[src/design/htlp_pkg.sv]
// Shared definitions for the linear-probing hash table: codes, widths,
// the sequencer state type, the result bundle and the home-slot hash.
// No dependencies.
`timescale 1ns / 1ps
`default_nettype none

package htlp_pkg;

    // Field widths fixed by the interface.
    localparam int OP_W     = 2;
    localparam int KEY_W    = 16;
    localparam int STATUS_W = 2;
    localparam int IDX_W    = 4;

    // Default number of slots in the table.
    localparam int TABLE_DEPTH_DEF = 16;

    // Operation codes.
    localparam logic [OP_W-1:0] OP_INSERT = 2'd0;
    localparam logic [OP_W-1:0] OP_FIND   = 2'd1;
    localparam logic [OP_W-1:0] OP_CLEAR  = 2'd2;

    // Result status codes.
    localparam logic [STATUS_W-1:0] ST_OK      = 2'd0;
    localparam logic [STATUS_W-1:0] ST_FULL    = 2'd1;
    localparam logic [STATUS_W-1:0] ST_MISSING = 2'd2;

    // Sequencer states.
    typedef enum logic [1:0] {
        S_IDLE,
        S_INSERT,
        S_FIND,
        S_RESP
    } state_t;

    // One result as it leaves the sequencer.
    typedef struct packed {
        logic [STATUS_W-1:0] status;
        logic [IDX_W-1:0]    slot_index;
    } res_t;

    // Home slot = (key * 3) mod 7. Since 8 = 1 mod 7, the key is reduced by
    // summing its octal digits and folding, then a small table applies the
    // multiplication by three.
    function automatic logic [2:0] home_slot(input logic [KEY_W-1:0] k);
        logic [5:0] s1;
        logic [3:0] s2;
        logic [3:0] s3;
        logic [2:0] r;
        logic [2:0] h;
        s1 = 6'(k[2:0]) + 6'(k[5:3]) + 6'(k[8:6]) + 6'(k[11:9])
           + 6'(k[14:12]) + 6'(k[15]);
        s2 = 4'(s1[2:0]) + 4'(s1[5:3]);
        s3 = 4'(s2[2:0]) + 4'(s2[3]);
        r  = (s3 >= 4'd7) ? 3'(s3 - 4'd7) : s3[2:0];
        unique case (r)
            3'd0:    h = 3'd0;
            3'd1:    h = 3'd3;
            3'd2:    h = 3'd6;
            3'd3:    h = 3'd2;
            3'd4:    h = 3'd5;
            3'd5:    h = 3'd1;
            3'd6:    h = 3'd4;
            default: h = 3'd0;
        endcase
        return h;
    endfunction

endpackage

`default_nettype wire

[src/design/htlp_ram.sv]
// Generic single-write, single-read RAM with a registered read port.
// No dependencies.
`timescale 1ns / 1ps
`default_nettype none

module htlp_ram #(
    parameter int WIDTH = 16,
    parameter int DEPTH = 16
) (
    input  wire logic                     clk,
    input  wire logic                     we,
    input  wire logic [$clog2(DEPTH)-1:0] waddr,
    input  wire logic [WIDTH-1:0]         wdata,
    input  wire logic [$clog2(DEPTH)-1:0] raddr,
    output logic      [WIDTH-1:0]         rdata
);

    logic [WIDTH-1:0] mem_reg [DEPTH];

    // Write port.
    always_ff @(posedge clk)
    begin
        if (we)
        begin
            mem_reg[waddr] <= wdata;
        end
    end

    // Registered read port.
    always_ff @(posedge clk)
    begin
        rdata <= mem_reg[raddr];
    end

endmodule

`default_nettype wire

[src/design/htlp_seq.sv]
// Probe sequencer: slot valid marks, probe address counter and the shared
// key compare unit. Uses htlp_pkg; drives the key RAM held at the top level.
`timescale 1ns / 1ps
`default_nettype none

module htlp_seq #(
    parameter int TABLE_DEPTH = htlp_pkg::TABLE_DEPTH_DEF
) (
    input  wire logic                           clk,
    input  wire logic                           rst_n,
    input  wire logic                           in_valid,
    output logic                                in_ready,
    input  wire logic [htlp_pkg::OP_W-1:0]      in_op,
    input  wire logic [htlp_pkg::KEY_W-1:0]     in_key,
    output logic                                res_valid,
    input  wire logic                           res_ready,
    output htlp_pkg::res_t                      res,
    output logic                                ram_we,
    output logic [$clog2(TABLE_DEPTH)-1:0]      ram_addr,
    output logic [htlp_pkg::KEY_W-1:0]          ram_wdata,
    input  wire logic [htlp_pkg::KEY_W-1:0]     ram_rdata
);

    import htlp_pkg::*;

    localparam int AW = $clog2(TABLE_DEPTH);
    localparam logic [AW-1:0] LAST = AW'(TABLE_DEPTH - 1);

    state_t                  state_reg, state_next;
    logic [KEY_W-1:0]        key_reg, key_next;
    logic [AW-1:0]           addr_reg, addr_next;
    logic [AW-1:0]           chk_addr_reg, chk_addr_next;
    logic                    chk_vld_reg, chk_vld_next;
    logic                    last_iss_reg, last_iss_next;
    logic [TABLE_DEPTH-1:0]  valid_reg, valid_next;
    logic [STATUS_W-1:0]     status_reg, status_next;
    logic [IDX_W-1:0]        idx_reg, idx_next;

    logic free;
    logic at_last;
    logic chk_last;
    logic hit;
    logic issue;

    // Shared compare unit: slot under insert probe is free, slot whose key
    // has just come back from the RAM matches.
    assign free     = !valid_reg[addr_reg];
    assign at_last  = (addr_reg == LAST);
    assign chk_last = (chk_addr_reg == LAST);
    assign hit      = chk_vld_reg && valid_reg[chk_addr_reg] && (ram_rdata == key_reg);
    assign issue    = (state_reg == S_FIND) && !last_iss_reg
                      && !(chk_vld_reg && (hit || chk_last));

    // Next state.
    always_comb
    begin
        state_next = state_reg;
        unique case (state_reg)
            S_IDLE:
            begin
                if (in_valid)
                begin
                    unique case (in_op)
                        OP_INSERT: state_next = S_INSERT;
                        OP_FIND:   state_next = S_FIND;
                        default:   state_next = S_RESP;
                    endcase
                end
            end
            S_INSERT:
            begin
                if (free || at_last)
                begin
                    state_next = S_RESP;
                end
            end
            S_FIND:
            begin
                if (chk_vld_reg && (hit || chk_last))
                begin
                    state_next = S_RESP;
                end
            end
            S_RESP:
            begin
                if (res_ready)
                begin
                    state_next = S_IDLE;
                end
            end
            default: state_next = S_IDLE;
        endcase
    end

    // Handshake and RAM outputs.
    always_comb
    begin
        in_ready  = (state_reg == S_IDLE);
        res_valid = (state_reg == S_RESP);
        ram_we    = (state_reg == S_INSERT) && free;
    end

    assign res.status     = status_reg;
    assign res.slot_index = idx_reg;
    assign ram_addr       = addr_reg;
    assign ram_wdata      = key_reg;

    // Datapath: probe counter, check stage, valid marks and result.
    always_comb
    begin
        key_next      = key_reg;
        addr_next     = addr_reg;
        chk_addr_next = chk_addr_reg;
        chk_vld_next  = chk_vld_reg;
        last_iss_next = last_iss_reg;
        valid_next    = valid_reg;
        status_next   = status_reg;
        idx_next      = idx_reg;
        unique case (state_reg)
            S_IDLE:
            begin
                if (in_valid)
                begin
                    key_next      = in_key;
                    addr_next     = AW'(home_slot(in_key));
                    chk_vld_next  = 1'b0;
                    last_iss_next = 1'b0;
                    status_next   = ST_OK;
                    idx_next      = '0;
                    if (in_op == OP_CLEAR)
                    begin
                        valid_next = '0;
                    end
                end
            end
            S_INSERT:
            begin
                if (free)
                begin
                    valid_next[addr_reg] = 1'b1;
                    status_next          = ST_OK;
                    idx_next             = IDX_W'(addr_reg);
                end
                else if (at_last)
                begin
                    status_next = ST_FULL;
                    idx_next    = '0;
                end
                else
                begin
                    addr_next = addr_reg + 1'b1;
                end
            end
            S_FIND:
            begin
                // A read is issued at addr_reg; its key is checked next cycle.
                chk_vld_next  = issue;
                chk_addr_next = addr_reg;
                if (issue)
                begin
                    last_iss_next = at_last;
                    if (!at_last)
                    begin
                        addr_next = addr_reg + 1'b1;
                    end
                end
                if (hit)
                begin
                    status_next = ST_OK;
                    idx_next    = IDX_W'(chk_addr_reg);
                end
                else if (chk_vld_reg && chk_last)
                begin
                    status_next = ST_MISSING;
                    idx_next    = '0;
                end
            end
            S_RESP:
            begin
            end
            default:
            begin
            end
        endcase
    end

    // Control registers.
    always_ff @(posedge clk or negedge rst_n)
    begin
        if (!rst_n)
        begin
            state_reg    <= S_IDLE;
            chk_vld_reg  <= 1'b0;
            last_iss_reg <= 1'b0;
            valid_reg    <= '0;
        end
        else
        begin
            state_reg    <= state_next;
            chk_vld_reg  <= chk_vld_next;
            last_iss_reg <= last_iss_next;
            valid_reg    <= valid_next;
        end
    end

    // Payload registers.
    always_ff @(posedge clk)
    begin
        key_reg      <= key_next;
        addr_reg     <= addr_next;
        chk_addr_reg <= chk_addr_next;
        status_reg   <= status_next;
        idx_reg      <= idx_next;
    end

    // A key write always ends the insert probe.
    a_write_ends_probe: assert property (@(posedge clk) disable iff (!rst_n)
        ram_we |=> (state_reg == S_RESP))
        else $error("key write not followed by result");

    // A failed operation reports slot zero.
    a_fail_index_zero: assert property (@(posedge clk) disable iff (!rst_n)
        (res_valid && (res.status == ST_FULL || res.status == ST_MISSING))
        |-> (res.slot_index == '0))
        else $error("failed operation with non-zero slot index");

    // A find finishes only on a checked slot.
    a_find_checked: assert property (@(posedge clk) disable iff (!rst_n)
        (state_reg == S_FIND && state_next == S_RESP) |-> chk_vld_reg)
        else $error("find finished without a checked slot");

    // A clear leaves every slot empty.
    a_clear_empties: assert property (@(posedge clk) disable iff (!rst_n)
        (in_valid && in_ready && in_op == OP_CLEAR) |=> (valid_reg == '0))
        else $error("clear left a valid slot");

endmodule

`default_nettype wire

[src/design/hash_table_linear_probe.sv]
// Top level of the linear-probing hash table: key RAM, probe sequencer and
// the result output register. Uses htlp_pkg, htlp_ram and htlp_seq.
//
// Usage:
//   Input channel (in_valid/in_ready, op, key): one transfer per item.
//   op selects insert, find or clear of the whole table.
//   Output channel (out_valid/out_ready, status, slot_index): exactly one
//   result per item, in item order.
//   An item's probe starts at slot (key * 3) mod 7 and walks upward, one slot
//   per cycle, never past the last slot; the single key RAM port and the
//   probe counter set this pace. A find checks each key after the registered
//   RAM read; a clear or an unused op goes straight to its result.
//   in_ready is high only between items; the next item is taken the cycle
//   after the previous result enters the output register, even while that
//   result still waits for out_ready. If the receiver stalls with a result
//   already held, the sequencer holds its own result until the register
//   frees up.
//   Reset empties every slot at once; no clearing pass is needed.
`timescale 1ns / 1ps
`default_nettype none

module hash_table_linear_probe #(
    parameter int TABLE_DEPTH = htlp_pkg::TABLE_DEPTH_DEF
) (
    input  wire logic                            clk,
    input  wire logic                            rst_n,
    input  wire logic                            in_valid,
    output logic                                 in_ready,
    input  wire logic [htlp_pkg::OP_W-1:0]       op,
    input  wire logic [htlp_pkg::KEY_W-1:0]      key,
    output logic                                 out_valid,
    input  wire logic                            out_ready,
    output logic [htlp_pkg::STATUS_W-1:0]        status,
    output logic [htlp_pkg::IDX_W-1:0]           slot_index
);

    import htlp_pkg::*;

    localparam int AW = $clog2(TABLE_DEPTH);

    logic              res_valid;
    logic              res_ready;
    res_t              res;
    logic              ram_we;
    logic [AW-1:0]     ram_addr;
    logic [KEY_W-1:0]  ram_wdata;
    logic [KEY_W-1:0]  ram_rdata;

    logic              out_valid_reg, out_valid_next;
    res_t              out_res_reg, out_res_next;

    // Key store.
    htlp_ram #(
        .WIDTH (KEY_W),
        .DEPTH (TABLE_DEPTH)
    ) u_key_ram (
        .clk   (clk),
        .we    (ram_we),
        .waddr (ram_addr),
        .wdata (ram_wdata),
        .raddr (ram_addr),
        .rdata (ram_rdata)
    );

    // Probe sequencer.
    htlp_seq #(
        .TABLE_DEPTH (TABLE_DEPTH)
    ) u_seq (
        .clk       (clk),
        .rst_n     (rst_n),
        .in_valid  (in_valid),
        .in_ready  (in_ready),
        .in_op     (op),
        .in_key    (key),
        .res_valid (res_valid),
        .res_ready (res_ready),
        .res       (res),
        .ram_we    (ram_we),
        .ram_addr  (ram_addr),
        .ram_wdata (ram_wdata),
        .ram_rdata (ram_rdata)
    );

    // Output register: loads when empty or when its result is being taken.
    assign res_ready = !out_valid_reg || out_ready;

    always_comb
    begin
        out_valid_next = out_valid_reg;
        out_res_next   = out_res_reg;
        if (res_valid && res_ready)
        begin
            out_valid_next = 1'b1;
            out_res_next   = res;
        end
        else if (out_ready)
        begin
            out_valid_next = 1'b0;
        end
    end

    always_ff @(posedge clk or negedge rst_n)
    begin
        if (!rst_n)
        begin
            out_valid_reg <= 1'b0;
        end
        else
        begin
            out_valid_reg <= out_valid_next;
        end
    end

    always_ff @(posedge clk)
    begin
        out_res_reg <= out_res_next;
    end

    assign out_valid  = out_valid_reg;
    assign status     = out_res_reg.status;
    assign slot_index = out_res_reg.slot_index;

endmodule

`default_nettype wire

[config.mk]
export PLATFORM = sky130hd
export DESIGN_NAME = hash_table_linear_probe
export DESIGN_NICKNAME = d
export VERILOG_FILES = /design/src/design/htlp_pkg.sv /design/src/design/htlp_ram.sv /design/src/design/htlp_seq.sv /design/src/design/hash_table_linear_probe.sv
export SDC_FILE = /design/constraint.sdc
export NUM_CORES = 1
export LEC_CHECK = 0
export BUFFER_PORTS_ARGS = -buffer_cell sky130_fd_sc_hd__buf_2
export CORE_MARGIN = 3
export CORE_UTILIZATION = 55
export DETAILED_ROUTE_END_ITERATION = 12
export HOLD_SLACK_MARGIN = 0.12
export PLACE_DENSITY_LB_ADDON = 0.12
export SETUP_SLACK_MARGIN = 0.02
export SKIP_CTS_REPAIR_TIMING = 1
export SYNTH_ARGS = -nofsm -noshare
export SYNTH_HDL_FRONTEND = slang
export SYNTH_HIERARCHICAL = 1
export SYNTH_SLANG_ARGS = --single-unit
[constraint.sdc]
create_clock -name clk -period 4.6 [get_ports clk]
set_input_delay 0.46 -clock clk [delete_from_list [all_inputs] [get_ports clk]]
set_output_delay 0.46 -clock clk [all_outputs]
set_load 0.01 [all_outputs]
==> results.yml, run 1 <==
final_layout:
  multi_input_area_sq_um: 3670
  fin_nets: 835
  antenna_cells: 0
  area_delta_synth_final_pct: 15.0
  postLayoutCoreUtil: 0.651
  final_common_cell: "edfxtp_1"
  largest_reg_flops: 256
  ff_latch_area_sq_um: 9610
  fillCellCount: 1614
  final_cell_mix: "edfxtp_1, mux4_2, buf_4"
  drive_gt1_frac: 0.280
route:
  viasPerCell: 6.05
  drtAntennaViolNets: 0
  route.detailed.drc: 0
  dr.pass1.iters: 4
  avgRoutedWirePerCell_microns: 23.8
  vias: 6809
  wl_microns: 26800
  drt_iter0_markers: 522
global_route:
  grt_overflow: 0
  grt_first_pass_wirelength_microns: 41400
  grt_usage: 0.210
  grt_start_max_net_pins: 69
  antenna_found_initial: 0
  first_global_vias: 7018
worst_setup_path:
  start_kind: "input pin"
  worstSetupEndpointType: "flop"
  path_max_fanout: 4
  arrival_ns: 4.93
  critPathKind: "in2reg"
  rrSetupSlack_ns: 1.09
  crit_required_ns: 4.84
floorplanning:
  dieArea_sq_um: 26300
  die_y_microns: 162
  ioPinCount: 30
  start_util: 0.566
  dieWidth_microns: 162
  placement_rows: 56
  core-area_sq_um: 23700
sta:
  rsz0062_at_grt: "yes"
  setup_ws_ns: -0.0901
  finalCritPeriodShare: 1.02
  fin_crit_ns: 4.69
  hold_ws_ns: 0.149
  worst_pin_slew_ns: 1.08
  fmax_ghz: 0.213
  fin_setup_tns_ns: -0.219
  slew_viol_final: 0
  setup_viol: 3
  relSlewSlack: 0.280
  skew_ns: 0.0220
  finalHoldViolations: 0
synthesis:
  syn-cell-area_sq_um: 13400
  synthFlopType: "edfxtp_1"
  ys_types: 51
  async_flop_share: 0.0638
  yosysWarningCount: 6
  synth_edf_count: 292
  synth_nets: 746
  synth-seq-cells: 329
  netlist_instances: 693
  synth_area_per_cell_sq_um: 19.3
  ys_seq_area_frac: 0.717
cts:
  clkTransAtPathRegs_ns: 0.06
  cts_buffers: 34
  cts-htree-levels: 2
  clockBufferDepth: 3
  cts.sinks: 329
  clock-root-buffer: "clkbuf_16"
  cts_tree: "yes"
  clock_latency_ns: 0.51
power:
  swShare: 0.324
  powerDensity_nw_per_um2: 688
  p_leak_nw: 5.37
  pwr-share-clk: 0.243
  power_frac_seq: 0.390
  pwr-share-comb: 0.367
  power.switching_mw: 3.43
  ir_drop_v: 0.00120
  internal_power_mw: 7.18
placed_design:
  gp_congestion: 0.831
  hpwl_microns: 16500
  portBuffers: 29
run_status:
  failed_checks: "negative setup slack"
  status: "finished with violations"
flow_run:
  cap_violations: 0
worst_hold_path:
  hold_path.class: "in2reg"
[synth_stat cells (11+ instances only)]
library cell	instances	share of area
edfxtp_1	292	0.65
mux4_2	58	0.097
a22oi_1	32	0.018
nand2_1	30	0.0084
inv_1	24	0.0067
nor2_1	23	0.0064
dfrtp_1	21	0.039
ha_1	21	0.020
dfxtp_1	16	0.024
a32o_1	15	0.011
mux4_1	14	0.027
xnor2_1	14	0.0091
clkbuf_1	11	0.0031
[kinds of logic after synthesis]
logic type	Yosys count	share of synthesized area
multiplexers	83	0.133
AO/OA/AOI/OAI	78	0.0459
buffers and inverters	55	0.0200
adder cells (fa/ha/maj)	31	0.0345
AND/OR/NAND/NOR	96	0.0352
flip-flops	329	0.717
XOR/XNOR	21	0.0137
[final cells by class]
class                   count  area share
multi-input cells         309       0.238
repair buffers             83      0.0371
clock buffers              49      0.0649
clock inverters            12     0.00373
inverters                  25     0.00673
flip-flops and latches    329       0.623
well taps                 319      0.0259
[through the flow]
stage | instances | power (mW) | instance area (sq um) | setup WS (ns)
after floorplan | 693 | 6.62 | 13400 | -0.348
after global placement | 1062 | 7.49 | 14200 | -0.625
after detailed placement | 1062 | 7.67 | 14200 | -0.710
after CTS | 1123 | 10.2 | 15300 | -0.176
after global routing | 1126 | 11.2 | 15400 | -0.231
final | 1126 | 10.6 | 15400 | -0.0901
[worst paths after layout]
kind,start,to,cells past startpoint
worst min register to register,u_seq/idx_reg[2]$_DFFE_PP_,slot_index[2]$_DFFE_PP_,0
max in group asynchronous,rst_n,out_valid$_DFFE_PN0P_,2
worst max-delay path,key[7],u_seq/ram_addr[1]$_DFFE_PP_,21
worst min-delay path,key[7],u_seq/ram_wdata[7]$_DFFE_PP_,1
worst max register to register,u_seq/ram_addr[1]$_DFFE_PP_,u_key_ram/mem_reg[7][3]$_DFFE_PP_,8
min in group asynchronous,rst_n,u_seq/valid_reg[0]$_DFFE_PN0P_,2
[layer usage]
layer,global-route usage,vias up,wire (microns)
li1,-,2990,-
met1,0.305,3583,11900
met2,0.333,207,13000
met3,0.0449,29,1530
met4,0.0492,0,374
met5,0,-,0
[worst max-delay path, stage by stage]
cell and delay [ns]:
buf_8 0.08, inv_4 0.03, fa_1 0.54, inv_2 0.04, fa_1 0.55, fa_1 0.43
ha_2 0.21, fa_2 0.37, buf_4 0.15, a21oi_2 0.13, nor2b_1 0.06, ha_1 0.28
a21o_1 0.20, ha_2 0.18, ha_4 0.28, ha_4 0.17, a21oi_4 0.06, a31oi_4 0.20
mux2_4 0.36, nor2_2 0.09, o31ai_1 0.07
[power groups by stage]
stage	Clock (mW)	Sequential [mW]	Combinational, mW
6_report	2.58	4.14	3.89
5_1_grt	2.75	4.19	4.23
4_1_cts	2.62	4.14	3.48
3_5_place_dp	0	4.20	3.47
3_3_place_gp	0	4.16	3.33
2_1_floorplan	0	4.09	2.53
Power figures use the tool's default switching activity.
==> run 2, diff against run 1 <==
CELL_PAD_IN_SITES_DETAIL_PLACEMENT = 0   (was default)
CELL_PAD_IN_SITES_GLOBAL_PLACEMENT = 1   (was default)
clock period = 4.9 ns   (was 4.6 ns; I/O delays follow)
==> results.yml, run 2 (synthesis results as in run 1) <==
worst_setup_path:
  arrival_ns: 5.00
  worstSetupEndpointType: "flop"
  critPathKind: "in2reg"
  path_max_fanout: 3
  start_kind: "input pin"
  crit_required_ns: 5.17
route:
  dr.pass1.iters: 5
  vias: 6833
  drtAntennaViolNets: 0
  avgRoutedWirePerCell_microns: 24.6
  highest_layer: "met5"
  route.detailed.drc: 0
  met2_length_microns: 13400
  drt_iter0_markers: 722
  wl_microns: 27500
  met3_wirelength_microns: 1690
  wl_met1_microns: 11700
  viasPerCell: 6.13
final_layout:
  area_delta_synth_final_pct: 13.1
  drive_gt1_frac: 0.250
  final-instance-count-excl-fill: 1115
  antenna_cells: 0
  final_area_sq_um: 15200
  largest_reg_flops: 256
  final_cell_mix: "edfxtp_1, mux4_2, buf_4"
  final_common_cell: "edfxtp_1"
  fin_nets: 825
sta:
  relSlewSlack: 0.241
  fin_crit_ns: 4.73
  fmax_ghz: 0.211
  hold_ws_ns: 0.148
  setup_viol: 0
  fin_setup_tns_ns: 0
  finalHoldViolations: 0
  slew_viol_final: 0
  skew_ns: 0.00852
  rsz0062_at_grt: "yes"
  finalCritPeriodShare: 0.966
  worst_pin_slew_ns: 1.13
cts:
  cts_tree: "yes"
  clkTransAtPathRegs_ns: 0.06
  clock_latency_ns: 0.54
  cts.sinks: 329
  cts-htree-levels: 1
  cts_buffers: 31
  clockBufferDepth: 3
  clock-root-buffer: "clkbuf_16"
placed_design:
  hpwl_microns: 17600
  place_area_sq_um: 14200
  portBuffers: 29
  placed_cells: 1057
  gp_congestion: 0.817
floorplanning:
  core-area_sq_um: 23700
  start_util: 0.566
  dieWidth_microns: 162
  placement_rows: 56
  dieArea_sq_um: 26300
  ioPinCount: 30
  die_y_microns: 162
power:
  p_leak_nw: 5.25
  ir_drop_v: 0.00107
  powerDensity_nw_per_um2: 622
global_route:
  grt_first_pass_wirelength_microns: 42700
  antenna_found_initial: 1
  grt_overflow: 0
  grt_start_max_net_pins: 59
  first_global_vias: 7156
  grt_usage: 0.215
worst_hold_path:
  hold_path.class: "in2reg"
flow_run:
  cap_violations: 0
run_status:
  status: "finished clean"
[run 2: cell types whose count changed in the layout (fill, tap and decap cells not counted), moves of 2 or more]
cell,change
clkbuf_16,-6
clkinv_2,-3
a21oi_1,+2
buf_4,-8
inv_1,+3
clkbuf_1,+7
inv_2,-2
o21ai_0,+2
buf_2,+2
[run 2: final cells by class]
| class | instances | area [sq um] |
|---|---|---|
| repair buffers | 76 | 503 |
| inverters | 25 | 101 |
| multi-input cells | 309 | 3610 |
| clock inverters | 8 | 60.1 |
| fillers | 1669 | 8530 |
| well taps | 319 | 399 |
| flip-flops and latches | 329 | 9610 |
| clock buffers | 49 | 863 |
[run 2: report_power, final]
group	total [mW]	leakage (nW)	switching [mW]	internal, mW
registers	3.87	3.05	0.282	3.59
logic	3.36	1.76	1.78	1.59
clock network	2.20	0.447	0.950	1.25
total	9.43	5.25	3.01	6.42
[run 2: path summary, 6_finish.rpt]
path / start / end / slack, ns / cells past startpoint
min in group asynchronous: rst_n / u_seq/valid_reg[2]$_DFFE_PN0P_ / 0.45 / 2
worst max register to register: u_seq/ram_addr[1]$_DFFE_PP_ / u_key_ram/mem_reg[0][9]$_DFFE_PP_ / 1.27 / 8
worst min register to register: u_seq/status_reg[0]$_DFFE_PP_ / status[0]$_DFFE_PP_ / 0.42 / 0
worst max-delay path: key[1] / u_seq/ram_addr[2]$_DFFE_PP_ / 0.17 / 20
max in group asynchronous: rst_n / u_seq/valid_reg[8]$_DFFE_PN0P_ / 4.11 / 2
worst min-delay path: key[7] / u_seq/ram_wdata[7]$_DFFE_PP_ / 0.15 / 1
[run 2: critical path, cell delays in order]
cell and delay [ns]:
clkbuf_4 0.14, inv_8 0.03, fa_1 0.52, inv_1 0.05, fa_1 0.51, fa_1 0.43
ha_2 0.21, fa_2 0.37, xor2_2 0.17, ha_2 0.21, inv_2 0.04, fa_1 0.55
inv_2 0.06, ha_4 0.27, ha_4 0.13, a21oi_1 0.08, a31oi_2 0.22, mux2_4 0.34
nor2_1 0.10, o31ai_1 0.08
[run 2: through the flow]
stage               utilization  setup slack [ns]  power (mW)
global route              0.640         -0.000820        9.96
global placement          0.599            -0.342        7.03
floorplan                     -           -0.0782        6.21
finish                    0.640             0.168        9.43
CTS                       0.638            0.0980        9.38
detailed placement        0.599            -0.478        7.18
[run 2: layer usage]
metal / up-vias / GRT usage
met5: - / 0
met2: 237 / 0.348
li1: 2960 / -
met3: 45 / 0.0296
met4: 2 / 0.0531
met1: 3589 / 0.318
==> run 3, diff against run 2 <==
BUFFER_PORTS_ARGS = default   (was -buffer_cell sky130_fd_sc_hd__buf_2)
CORE_UTILIZATION = 50   (was 55)
CTS_CLUSTER_DIAMETER = 120   (was default)
DONT_BUFFER_PORTS = 1   (was default)
==> results.yml, run 3 (synthesis results as in run 1) <==
global_route:
  first_global_vias: 6962
  grt_first_pass_wirelength_microns: 40600
  grt_overflow: 0
  grt_usage: 0.187
  antenna_found_initial: 0
  grt_start_max_net_pins: 43
worst_setup_path:
  arrival_ns: 4.91
  timing.reg2reg.worst_path_depth: 8
  r2r-end: "u_key_ram/mem_reg[0][7]$_DFFE_PP_"
  path_max_fanout: 3
  crit_required_ns: 5.12
  rrSetupSlack_ns: 1.64
  worstSetupEndpointType: "flop"
  r2r_start: "u_seq/ram_addr[2]$_DFFE_PP_"
  start_kind: "input pin"
  cp-startpoint: "key[4]"
  critPathKind: "in2reg"
placed_design:
  place_worst_setup_slack_ns: -0.287
  portBuffers: 0
  place_area_sq_um: 14000
  hpwl_microns: 16400
  gp_congestion: 0.730
final_layout:
  largest_reg_flops: 256
  antenna_cells: 0
  postLayoutCoreUtil: 0.581
  fin_nets: 806
  area_delta_synth_final_pct: 13.5
  drive_gt1_frac: 0.215
  final_common_cell: "edfxtp_1"
  final_cell_mix: "edfxtp_1, mux4_2, buf_4"
  final_area_sq_um: 15200
route:
  wl_microns: 26500
  viasPerCell: 6.04
  drtAntennaViolNets: 0
  avgRoutedWirePerCell_microns: 23.8
  route.detailed.drc: 0
  dr.pass1.iters: 7
  drt_iter0_markers: 723
  vias: 6719
floorplanning:
  die_y_microns: 170
  dieArea_sq_um: 28800
  core-area_sq_um: 26200
  placement_rows: 59
  start_util: 0.512
  dieWidth_microns: 170
  ioPinCount: 30
power:
  p_leak_nw: 5.23
  powerDensity_nw_per_um2: 623
  power.total_mw: 9.47
  ir_drop_v: 0.000806
cts:
  cts-htree-levels: 2
  cts_buffers: 34
  clock_latency_ns: 0.51
  cts.sinks: 329
  cts_tree: "yes"
  clkTransAtPathRegs_ns: 0.05
  clock-root-buffer: "clkbuf_16"
  clockBufferDepth: 3
run_status:
  status: "finished clean"
sta:
  fmax_ghz: 0.213
  skew_ns: 0.0198
  fin_crit_ns: 4.69
  finalCritPeriodShare: 0.957
  relSlewSlack: 0.360
  rsz0062_at_grt: "no"
  worst_pin_slew_ns: 0.956
  slew_viol_final: 0
  setup_ws_ns: 0.210
  finalHoldViolations: 0
  setup_viol: 0
worst_hold_path:
  hold_path_depth: 2
  min_to: "out_valid$_DFFE_PN0P_"
  hold_path.class: "in2reg"
  holdCritStartpoint: "out_ready"
flow_run:
  cap_violations: 0
[run 3: critical path, stage by stage]
cell and delay [ns]:
inv_1 0.04, fa_1 0.50, inv_1 0.05, fa_1 0.49
fa_1 0.42, ha_2 0.21, fa_2 0.35, xor2_1 0.18
ha_2 0.21, inv_2 0.04, fa_1 0.54, inv_1 0.06
ha_1 0.29, ha_2 0.19, nand2b_1 0.07, a31oi_2 0.24
mux2_4 0.34, nor2_1 0.11, o31ai_1 0.08
[run 3: layout make-up]
cell class,count,area (sq um)
well taps,335,419
clock buffers,43,906
clock inverters,18,140
flip-flops and latches,329,9610
fillers,1914,11000
inverters,25,101
repair buffers,54,460
multi-input cells,309,3570
[run 3: power by group]
part / leakage, nW / internal (mW) / switching [mW]
logic: 1.66 / 1.47 / 1.69
registers: 3.05 / 3.59 / 0.302
clock network: 0.518 / 1.42 / 1.00
[run 3: worst max path at each step]
stage | slack [ns] | end | cells past startpoint
after floorplan | -0.08 | u_seq/ram_addr[1]$_DFFE_PP_ | 19
after global placement | -0.20 | u_seq/ram_addr[1]$_DFFE_PP_ | 19
after detailed placement | -0.29 | u_seq/ram_addr[1]$_DFFE_PP_ | 19
after CTS | 0.23 | u_seq/ram_addr[1]$_DFFE_PP_ | 19
after global routing | 0.03 | u_seq/ram_addr[1]$_DFFE_PP_ | 20
final | 0.21 | u_seq/ram_addr[1]$_DFFE_PP_ | 19
[run 3: routing by layer]
metal	vias up	global-route usage	routed length [microns]
met1	3549	0.283	11900
met4	0	0.0388	426
li1	2933	-	-
met3	35	0.0335	1520
met5	-	0	0
met2	202	0.292	12600
[run 3: stage by stage]
step	TNS, ns	cells	hold slack [ns]
4_1_cts	0	1095	-0.341
5_1_grt	0	1113	0.198
3_5_place_dp	-0.754	1034	0.195
2_1_floorplan	-0.141	693	0.194
6_report	0	1113	0.190
3_3_place_gp	-0.508	1034	0.195
